--- config.mk ---
export PLATFORM = sky130hd
export DESIGN_NAME = charlieplex_led_scanner_flat
export DESIGN_NICKNAME = d
export VERILOG_FILES = /design/src/rtl/clps_pkg.sv /design/src/rtl/clps_if.sv /design/src/rtl/charlieplex_led_scanner.sv /design/src/flat_wrapper.sv
export SDC_FILE = /design/constraint.sdc
export NUM_CORES = 1
export LEC_CHECK = 0
export BUFFER_PORTS_ARGS = -buffer_cell sky130_fd_sc_hd__buf_2
export CAP_MARGIN = 5
export CORE_UTILIZATION = 56
export DETAILED_ROUTE_END_ITERATION = 6
export GPL_TIMING_DRIVEN = 0
export PLACE_DENSITY = 0.81
export SETUP_SLACK_MARGIN = 0.4
export SLEW_MARGIN = 5
export SYNTH_ARGS = -nofsm -noshare
export SYNTH_HDL_FRONTEND = slang
export SYNTH_SLANG_ARGS = --single-unit
--- constraint.sdc ---
create_clock -name clk -period 4 [get_ports clk]
set_input_delay 0.8 -clock clk [delete_from_list [all_inputs] [get_ports clk]]
set_output_delay 0.8 -clock clk [all_outputs]
set_load 0.1 [all_outputs]
--- src/rtl/clps_pkg.sv ---
package clps_pkg;

  localparam int unsigned NUM_LINES  = 6;
  localparam int unsigned NUM_ROWS   = 5;
  localparam int unsigned NUM_COLS   = 5;
  localparam int unsigned NUM_PIXELS = NUM_ROWS * NUM_COLS;

  localparam int unsigned FRAME_W = NUM_PIXELS;
  localparam int unsigned DWELL_W = 16;
  localparam int unsigned GROUP_W = 3;

  localparam logic [GROUP_W-1:0] LAST_GROUP  = 3'd5;
  localparam logic [DWELL_W-1:0] DWELL_RESET = 16'd1;

  // Request opcodes.
  typedef enum logic {
    OP_LOAD = 1'b0,
    OP_TICK = 1'b1
  } op_t;

  // Pixel group of each pixel, indexed by 5*row+col.
  localparam logic [GROUP_W-1:0] PIXEL_GROUP [NUM_PIXELS] = '{
    3'd0, 3'd0, 3'd0, 3'd0, 3'd0,
    3'd2, 3'd1, 3'd1, 3'd1, 3'd1,
    3'd3, 3'd3, 3'd2, 3'd2, 3'd2,
    3'd4, 3'd4, 3'd4, 3'd3, 3'd3,
    3'd5, 3'd5, 3'd5, 3'd5, 3'd4
  };

  typedef struct packed {
    logic [NUM_LINES-1:0] enable;
    logic [NUM_LINES-1:0] high;
  } lines_t;

  // Line drive for one group: the group's anode line is high when any pixel in
  // the group is lit, and the cathode line of every lit pixel in the group is low.
  function automatic lines_t drive_lines(input logic [FRAME_W-1:0] frame,
                                         input logic [GROUP_W-1:0] group);
    lines_t               lines;
    logic [NUM_LINES-1:0] anode;
    logic [NUM_LINES-1:0] cathode;
    lines = '0;
    anode = NUM_LINES'(1) << (LAST_GROUP - group);
    for (int row = 0; row < NUM_ROWS; row++) begin
      for (int col = 0; col < NUM_COLS; col++) begin
        cathode = NUM_LINES'(1) << (NUM_COLS - 1 - col);
        if (PIXEL_GROUP[NUM_COLS*row+col] == group && frame[NUM_COLS*row+col]) begin
          lines.enable = lines.enable | anode | cathode;
          lines.high   = lines.high | anode;
        end
      end
    end
    return lines;
  endfunction

endpackage

--- src/rtl/clps_if.sv ---
interface clps_in_if;
  logic                          valid;
  logic                          ready;
  logic                          op;
  logic [clps_pkg::FRAME_W-1:0]  frame_bits;

  modport source (output valid, output op, output frame_bits, input ready);
  modport sink   (input valid, input op, input frame_bits, output ready);
endinterface

interface clps_out_if;
  logic                            valid;
  logic                            ready;
  logic [clps_pkg::NUM_LINES-1:0]  line_enable;
  logic [clps_pkg::NUM_LINES-1:0]  line_high;
  logic [clps_pkg::GROUP_W-1:0]    scan_group;

  modport source (output valid, output line_enable, output line_high, output scan_group,
                  input ready);
  modport sink   (input valid, input line_enable, input line_high, input scan_group,
                  output ready);
endinterface

--- src/rtl/charlieplex_led_scanner.sv ---
// Charlieplexed 5x5 LED matrix scanner on six tri-state lines A..F.
//
// The request channel carries an opcode and a 25-bit frame. A load request
// stores the frame and restarts the scan at group 0 with a cleared dwell
// count; a tick request advances the dwell count and moves to the next of
// the six pixel groups once dwell_ticks ticks have gone by (zero acts as one).
// Every request yields exactly one result on the result channel: the line
// enables, the line levels and the group now shown.
// dwell_ticks is written through cfg_wr_en/cfg_wr_data and resets to 1; the user
// must write it only while the block is idle, as the block does not enforce this.
// A request accepted at a clock edge updates the state registers, and its result
// then moves into the output register, from which the receiver takes it.
// Throughput is one request per cycle while results drain: the state registers
// take the request, and the line pattern is decoded into a separate output
// register, so a new request is accepted while the previous result waits.
// When the receiver stalls, one more request can be held in the state stage;
// after that, request.ready drops until the output register drains.
// Synchronous reset clears the frame, the group and the dwell count, drops
// both stage valid bits and sets dwell_ticks back to 1.
module charlieplex_led_scanner (
  input  logic                          clk,
  input  logic                          rst,
  input  logic                          cfg_wr_en,
  input  logic [clps_pkg::DWELL_W-1:0]  cfg_wr_data,
  clps_in_if.sink                       request,
  clps_out_if.source                    result
);

  // Architectural state. It always reflects every accepted request.
  logic [clps_pkg::FRAME_W-1:0]  frame_store;
  logic [clps_pkg::GROUP_W-1:0]  group_index;
  logic [clps_pkg::DWELL_W-1:0]  dwell_count;
  logic [clps_pkg::DWELL_W-1:0]  dwell_ticks;

  // pend_valid marks a request whose state update is done but whose result
  // has not yet moved into the output register.
  logic pend_valid;
  logic out_valid;

  logic                          request_fire;
  logic                          out_load;
  logic [clps_pkg::DWELL_W-1:0]  dwell_limit;
  logic [clps_pkg::DWELL_W:0]    count_inc;
  logic                          advance;
  logic [clps_pkg::GROUP_W-1:0]  group_step;
  clps_pkg::lines_t              lines;

  // The output register takes the pending result when it is empty or being
  // drained in this cycle.
  assign out_load      = pend_valid && (!out_valid || result.ready);
  assign request.ready = !pend_valid || out_load;
  assign request_fire  = request.valid && request.ready;

  // Dwell compare for a tick. A limit of zero behaves as one.
  assign dwell_limit = (dwell_ticks == '0) ? clps_pkg::DWELL_RESET : dwell_ticks;
  assign count_inc   = {1'b0, dwell_count} + (clps_pkg::DWELL_W + 1)'(1);
  assign advance     = count_inc >= {1'b0, dwell_limit};
  assign group_step  = (group_index >= clps_pkg::LAST_GROUP) ? '0
                                                             : group_index + 3'd1;

  // Line pattern of the state that the pending request left behind. The state
  // does not change while a result is pending and not moving, so this is
  // always the pattern of the pending request.
  assign lines = clps_pkg::drive_lines(frame_store, group_index);

  always_ff @(posedge clk) begin
    if (rst) begin
      dwell_ticks <= clps_pkg::DWELL_RESET;
    end else if (cfg_wr_en) begin
      dwell_ticks <= cfg_wr_data;
    end
  end

  always_ff @(posedge clk) begin
    if (rst) begin
      frame_store <= '0;
      group_index <= '0;
      dwell_count <= '0;
    end else if (request_fire) begin
      if (clps_pkg::op_t'(request.op) == clps_pkg::OP_LOAD) begin
        frame_store <= request.frame_bits;
        group_index <= '0;
        dwell_count <= '0;
      end else if (advance) begin
        group_index <= group_step;
        dwell_count <= '0;
      end else begin
        dwell_count <= count_inc[clps_pkg::DWELL_W-1:0];
      end
    end
  end

  always_ff @(posedge clk) begin
    if (rst) begin
      pend_valid <= 1'b0;
      out_valid  <= 1'b0;
    end else begin
      if (request_fire) begin
        pend_valid <= 1'b1;
      end else if (out_load) begin
        pend_valid <= 1'b0;
      end
      if (out_load) begin
        out_valid <= 1'b1;
      end else if (result.ready) begin
        out_valid <= 1'b0;
      end
    end
  end

  // Result payload; no reset needed.
  always_ff @(posedge clk) begin
    if (out_load) begin
      result.line_enable <= lines.enable;
      result.line_high   <= lines.high;
      result.scan_group  <= group_index;
    end
  end

  assign result.valid = out_valid;

  // A load always restarts the scan.
  assert property (@(posedge clk) disable iff (rst)
    (request_fire && clps_pkg::op_t'(request.op) == clps_pkg::OP_LOAD)
      |=> (group_index == '0 && dwell_count == '0))
    else $error("load did not restart the scan");

  // A tick that does not advance keeps the group and counts up by one.
  assert property (@(posedge clk) disable iff (rst)
    (request_fire && clps_pkg::op_t'(request.op) == clps_pkg::OP_TICK && !advance)
      |=> (group_index == $past(group_index) && dwell_count == $past(dwell_count) + 16'd1))
    else $error("dwell count did not step on a tick");

  // Only enabled lines are driven high, and the group stays in range.
  assert property (@(posedge clk) disable iff (rst)
    out_valid |-> ((result.line_high & ~result.line_enable) == '0
                   && result.scan_group <= clps_pkg::LAST_GROUP))
    else $error("result drives a tri-stated line or names a bad group");

  // A pending result moves into the output register whenever that register is empty.
  assert property (@(posedge clk) disable iff (rst)
    (pend_valid && !out_valid) |=> out_valid)
    else $error("pending result was not moved to the empty output register");

endmodule
--- src/flat_wrapper.sv ---
// flat-port wrapper written by rule: the top's interface ports become plain ports
module charlieplex_led_scanner_flat 
  (clk, rst, cfg_wr_en, cfg_wr_data, request_valid, request_op, request_frame_bits, request_ready, result_valid, result_line_enable, result_line_high, result_scan_group, result_ready);
  clps_in_if request_i ();
  clps_out_if result_i ();
  input  logic clk;
  input  logic rst;
  input  logic cfg_wr_en;
  input  logic [clps_pkg::DWELL_W-1:0] cfg_wr_data;
  input wire logic [$bits(request_i.valid)-1:0] request_valid;
  input wire logic [$bits(request_i.op)-1:0] request_op;
  input wire logic [$bits(request_i.frame_bits)-1:0] request_frame_bits;
  output wire logic [$bits(request_i.ready)-1:0] request_ready;
  output wire logic [$bits(result_i.valid)-1:0] result_valid;
  output wire logic [$bits(result_i.line_enable)-1:0] result_line_enable;
  output wire logic [$bits(result_i.line_high)-1:0] result_line_high;
  output wire logic [$bits(result_i.scan_group)-1:0] result_scan_group;
  input wire logic [$bits(result_i.ready)-1:0] result_ready;
  assign request_i.valid = request_valid;
  assign request_i.op = request_op;
  assign request_i.frame_bits = request_frame_bits;
  assign request_ready = request_i.ready;
  assign result_valid = result_i.valid;
  assign result_line_enable = result_i.line_enable;
  assign result_line_high = result_i.line_high;
  assign result_scan_group = result_i.scan_group;
  assign result_i.ready = result_ready;
  charlieplex_led_scanner u_core (.clk(clk), .rst(rst), .cfg_wr_en(cfg_wr_en), .cfg_wr_data(cfg_wr_data), .request(request_i), .result(result_i));
endmodule
==> summary.txt <==
=================================================================================
Crit end category                                                       flip-flop
Wire per inst                                                             15.3 um
Area of the core                                                        6790 um^2
Number of flops mapped to enable cells by yosys                                14
Initial antenna violation count                                                 0
Number of max-capacitance violations reported                                   0
Final cycle utilization of the critical path                                0.838
Via/cell ratio                                                               5.75
Via count                                                                   3,525
Unique masters post-synth                                                      56
Starting density of the core                                                0.579
Number of hold-slack violations in the final timing report                      0
Crit path kind                                                       flip-flop to flip-flop
Status                                                               complete, no violations
Area fraction of the dominant cell type after synthesis                     0.315
Data arrival time of the critical path                                    3.58 ns
Max-slew headroom at the worst pin                                          0.192
Tightest Hold Check Type                                             flip-flop to flip-flop
Top FF cell, synth                                                   sky130_fd_sc_hd__dfxtp_1
Die area                                                                7370 um^2
Final setup violating endpoints                                                 0
Clock period minus final worst setup slack                                3.35 ns
First-pass detailed-route iteration total                                       5
Least-Margin Pin Slew                                                     1.21 ns
Largest fanout of any net on the critical path                                 10
Top cells by area, synth                                             sky130_fd_sc_hd__dfxtp_1 (32%), sky130_fd_sc_hd__edfxtp_1 (11%), sky130_fd_sc_hd__nand2_1 (7.8%), sky130_fd_sc_hd__ha_1 (7.3%), sky130_fd_sc_hd__mux2i_1 (5.9%)
Area added between synthesis and finish                                     17.6%
Vertical die dimension                                                    85.8 um
Maximum number of pins on one net before global-route repair                   15
Async set-reset flop share out of synthesis                                     0
Number of nets in the synthesized netlist                                     510
Number of I/O pins                                                             64
Util after Layout                                                           0.681
Avg Synthesized Cell Area                                               8.94 um^2
Achievable clock frequency                                                298 MHz
Number of routed nets with antenna violations                                   0
DRC errors left                                                                 0
TritonCTS clock tree                                                          yes
Overall routed net length                                                 9410 um
Number of placed instances with taps included                                 597
Post-synthesis cell type with the largest combined area              sky130_fd_sc_hd__dfxtp_1
Clock slew seen by the registers of the worst setup and hold paths        0.08 ns
Count of pins over their slew limit                                             0
Number of H-tree branching levels                                               3
Fin cells                                                                     613
Overall track demand over capacity in global routing                        0.274
IO buf count                                                                   61
Hold Slack                                                               0.472 ns
Leakage power summed over all cells                                    0.00202 uW
Setup repair after global routing missed its margin                            no
Max rail drop VDD                                                          245 uV
Number of buffers inserted during clock tree synthesis                          9
Total power divided by cell area                                      395 nW/um^2
CTS Root Buffer Type                                                 sky130_fd_sc_hd__clkbuf_8
Horizontal extent of the die                                              85.8 um
Fin Setup TNS                                                                0 ns
Antenna Cells                                                                   0
Final worst clock skew                                                 0.00840 ns
Cells after Synth                                                             440
Buffer count from post-CTS setup fixing                                         0
HPWL after DPL                                                            6890 um
CTS Buffer Depth                                                                2
Wire length of the first global-routing pass                            15,800 um
Fraction of final layout cells sized beyond drive strength 1                0.186
Site row count                                                                 30
Vias in the first global route                                              3,239
Starting DRC count in detailed routing                                        180
Final weighted congestion of routability-driven global placement            0.921
Sequential area share after synthesis                                       0.422
Required time at the worst-slack endpoint                                 4.23 ns
Overflow left after global routing                                              0
Count of synthesis-stage warnings from yosys                                    0
Sinks on Clock Net                                                             76
Post-synthesis register bit count                                              76
Insertion delay of the later-clocked pin in the worst-skew pair           0.34 ns
Setup crit start kind                                                   flip-flop
Syn Std Cell Area                                                       3940 um^2
NumNets Final                                                                 582
PnR Total Power                                                           1830 uW
=================================================================================
-- sequential cells by signal, indices dropped and copies added (netlist names) --
name                       cells
u_core.frame_store            25
u_core.dwell_count            16
u_core.dwell_ticks            16
u_core.result.line_high        6
u_core.result.line_enable      5
u_core.group_index             3
u_core.result.scan_group       3
u_core.pend_valid              1
u_core.result.valid            1
-- metal layers --
layer | vias to the layer above | global-route usage | share of wire
li1 | 1709 | - | -
met1 | 1662 | 0.405 | 0.48
met2 | 140 | 0.406 | 0.45
met3 | 14 | 0.0395 | 0.062
met4 | 0 | 0.105 | 0.015
met5 | - | 0 | 0
-- stage by stage --
step / setup WS, ns / instance area, um^2
after global placement: 0.688 / 4360
after global routing: 0.467 / 4630
final: 0.650 / 4630
after CTS: 0.623 / 4620
after detailed placement: 0.672 / 4360
after floorplan: 1.12 / 3940
-- area by class of cell --
cell class	instances	area [um^2]
buffer	21	105
clock buffer	13	170
clock inverter	3	90.1
fill	558	2160
inverter	24	90.1
multi-input combinational	319	2090
sequential	76	1660
tap	96	120
timing repair buffer	61	305
-- synthesized netlist by cell type (9+ instances only) --
cell type / number
sky130_fd_sc_hd__a21oi_1: 35
sky130_fd_sc_hd__a32o_1: 12
sky130_fd_sc_hd__clkbuf_1: 14
sky130_fd_sc_hd__dfxtp_1: 62
sky130_fd_sc_hd__edfxtp_1: 14
sky130_fd_sc_hd__ha_1: 23
sky130_fd_sc_hd__inv_1: 24
sky130_fd_sc_hd__mux2i_1: 23
sky130_fd_sc_hd__nand2_1: 82
sky130_fd_sc_hd__nor2_1: 27
sky130_fd_sc_hd__nor2b_1: 10
sky130_fd_sc_hd__o21ai_0: 9
-- timing repair --
action	in CTS	in global routing
hold buffers	0	0
endpoints found under the setup margin	0	6
gates resized for setup	0	5
-- cell usage in the layout, fill, tap and decap left out, types with 12 or more instances in the layout --
cell | netlist | final
sky130_fd_sc_hd__a32o_1 | 12 | 12
sky130_fd_sc_hd__inv_1 | 24 | 24
sky130_fd_sc_hd__nor2_1 | 27 | 27
sky130_fd_sc_hd__mux2i_1 | 23 | 23
sky130_fd_sc_hd__ha_1 | 23 | 23
sky130_fd_sc_hd__clkbuf_1 | 14 | 14
sky130_fd_sc_hd__a21oi_1 | 35 | 35
sky130_fd_sc_hd__buf_2 | 3 | 64
sky130_fd_sc_hd__nand2_1 | 82 | 82
sky130_fd_sc_hd__edfxtp_1 | 14 | 14
sky130_fd_sc_hd__dfxtp_1 | 62 | 62
-- critical path, stage by stage, from the launching register on --
cell                       delay, ns
sky130_fd_sc_hd__dfxtp_1        0.43
sky130_fd_sc_hd__nand4_1        0.22
sky130_fd_sc_hd__nor2_1         0.35
sky130_fd_sc_hd__nand3_2        0.19
sky130_fd_sc_hd__nor2b_1        0.19
sky130_fd_sc_hd__xor2_1         0.30
sky130_fd_sc_hd__ha_1           0.22
sky130_fd_sc_hd__nand2_1        0.07
sky130_fd_sc_hd__or3_1          0.40
sky130_fd_sc_hd__a211oi_1       0.22
sky130_fd_sc_hd__o21ai_1        0.13
sky130_fd_sc_hd__clkbuf_2       0.22
sky130_fd_sc_hd__a32o_1         0.30
-- logic make-up (layout without fill, tap and decap cells) --
kind of cell,Yosys count,count (layout),share of synthesized area
compound gates,93,93,0.165
flops,76,76,0.422
simple gates,166,166,0.201
mux,23,23,0.0585
fa+ha+maj,23,23,0.0731
buf+inv,45,122,0.0490
xor+xnor,14,14,0.0312
-- path summary, 6_finish.rpt --
| path | startpoint | endpoint | slack, ns | depth (start not counted) |
|---|---|---|---|---|
| worst max-delay path | u_core.dwell_count[3]$_SDFFE_PP0P_ | u_core.dwell_count[11]$_SDFFE_PP0P_ | 0.65 | 12 |
| worst min-delay path | u_core.frame_store[0]$_SDFFE_PP0P_ | u_core.frame_store[0]$_SDFFE_PP0P_ | 0.47 | 2 |
| worst max register to register | u_core.dwell_count[3]$_SDFFE_PP0P_ | u_core.dwell_count[11]$_SDFFE_PP0P_ | 0.65 | 12 |
| worst min register to register | u_core.frame_store[0]$_SDFFE_PP0P_ | u_core.frame_store[0]$_SDFFE_PP0P_ | 0.47 | 2 |
-- power by group --
group | internal (uW) | switching (uW) | total (uW)
Sequential | 811 | 23.7 | 835
Combinational | 83.2 | 168 | 251
Clock | 470 | 271 | 741
Total | 1360 | 462 | 1830
No activity file was read; power rests on OpenSTA's default activity.
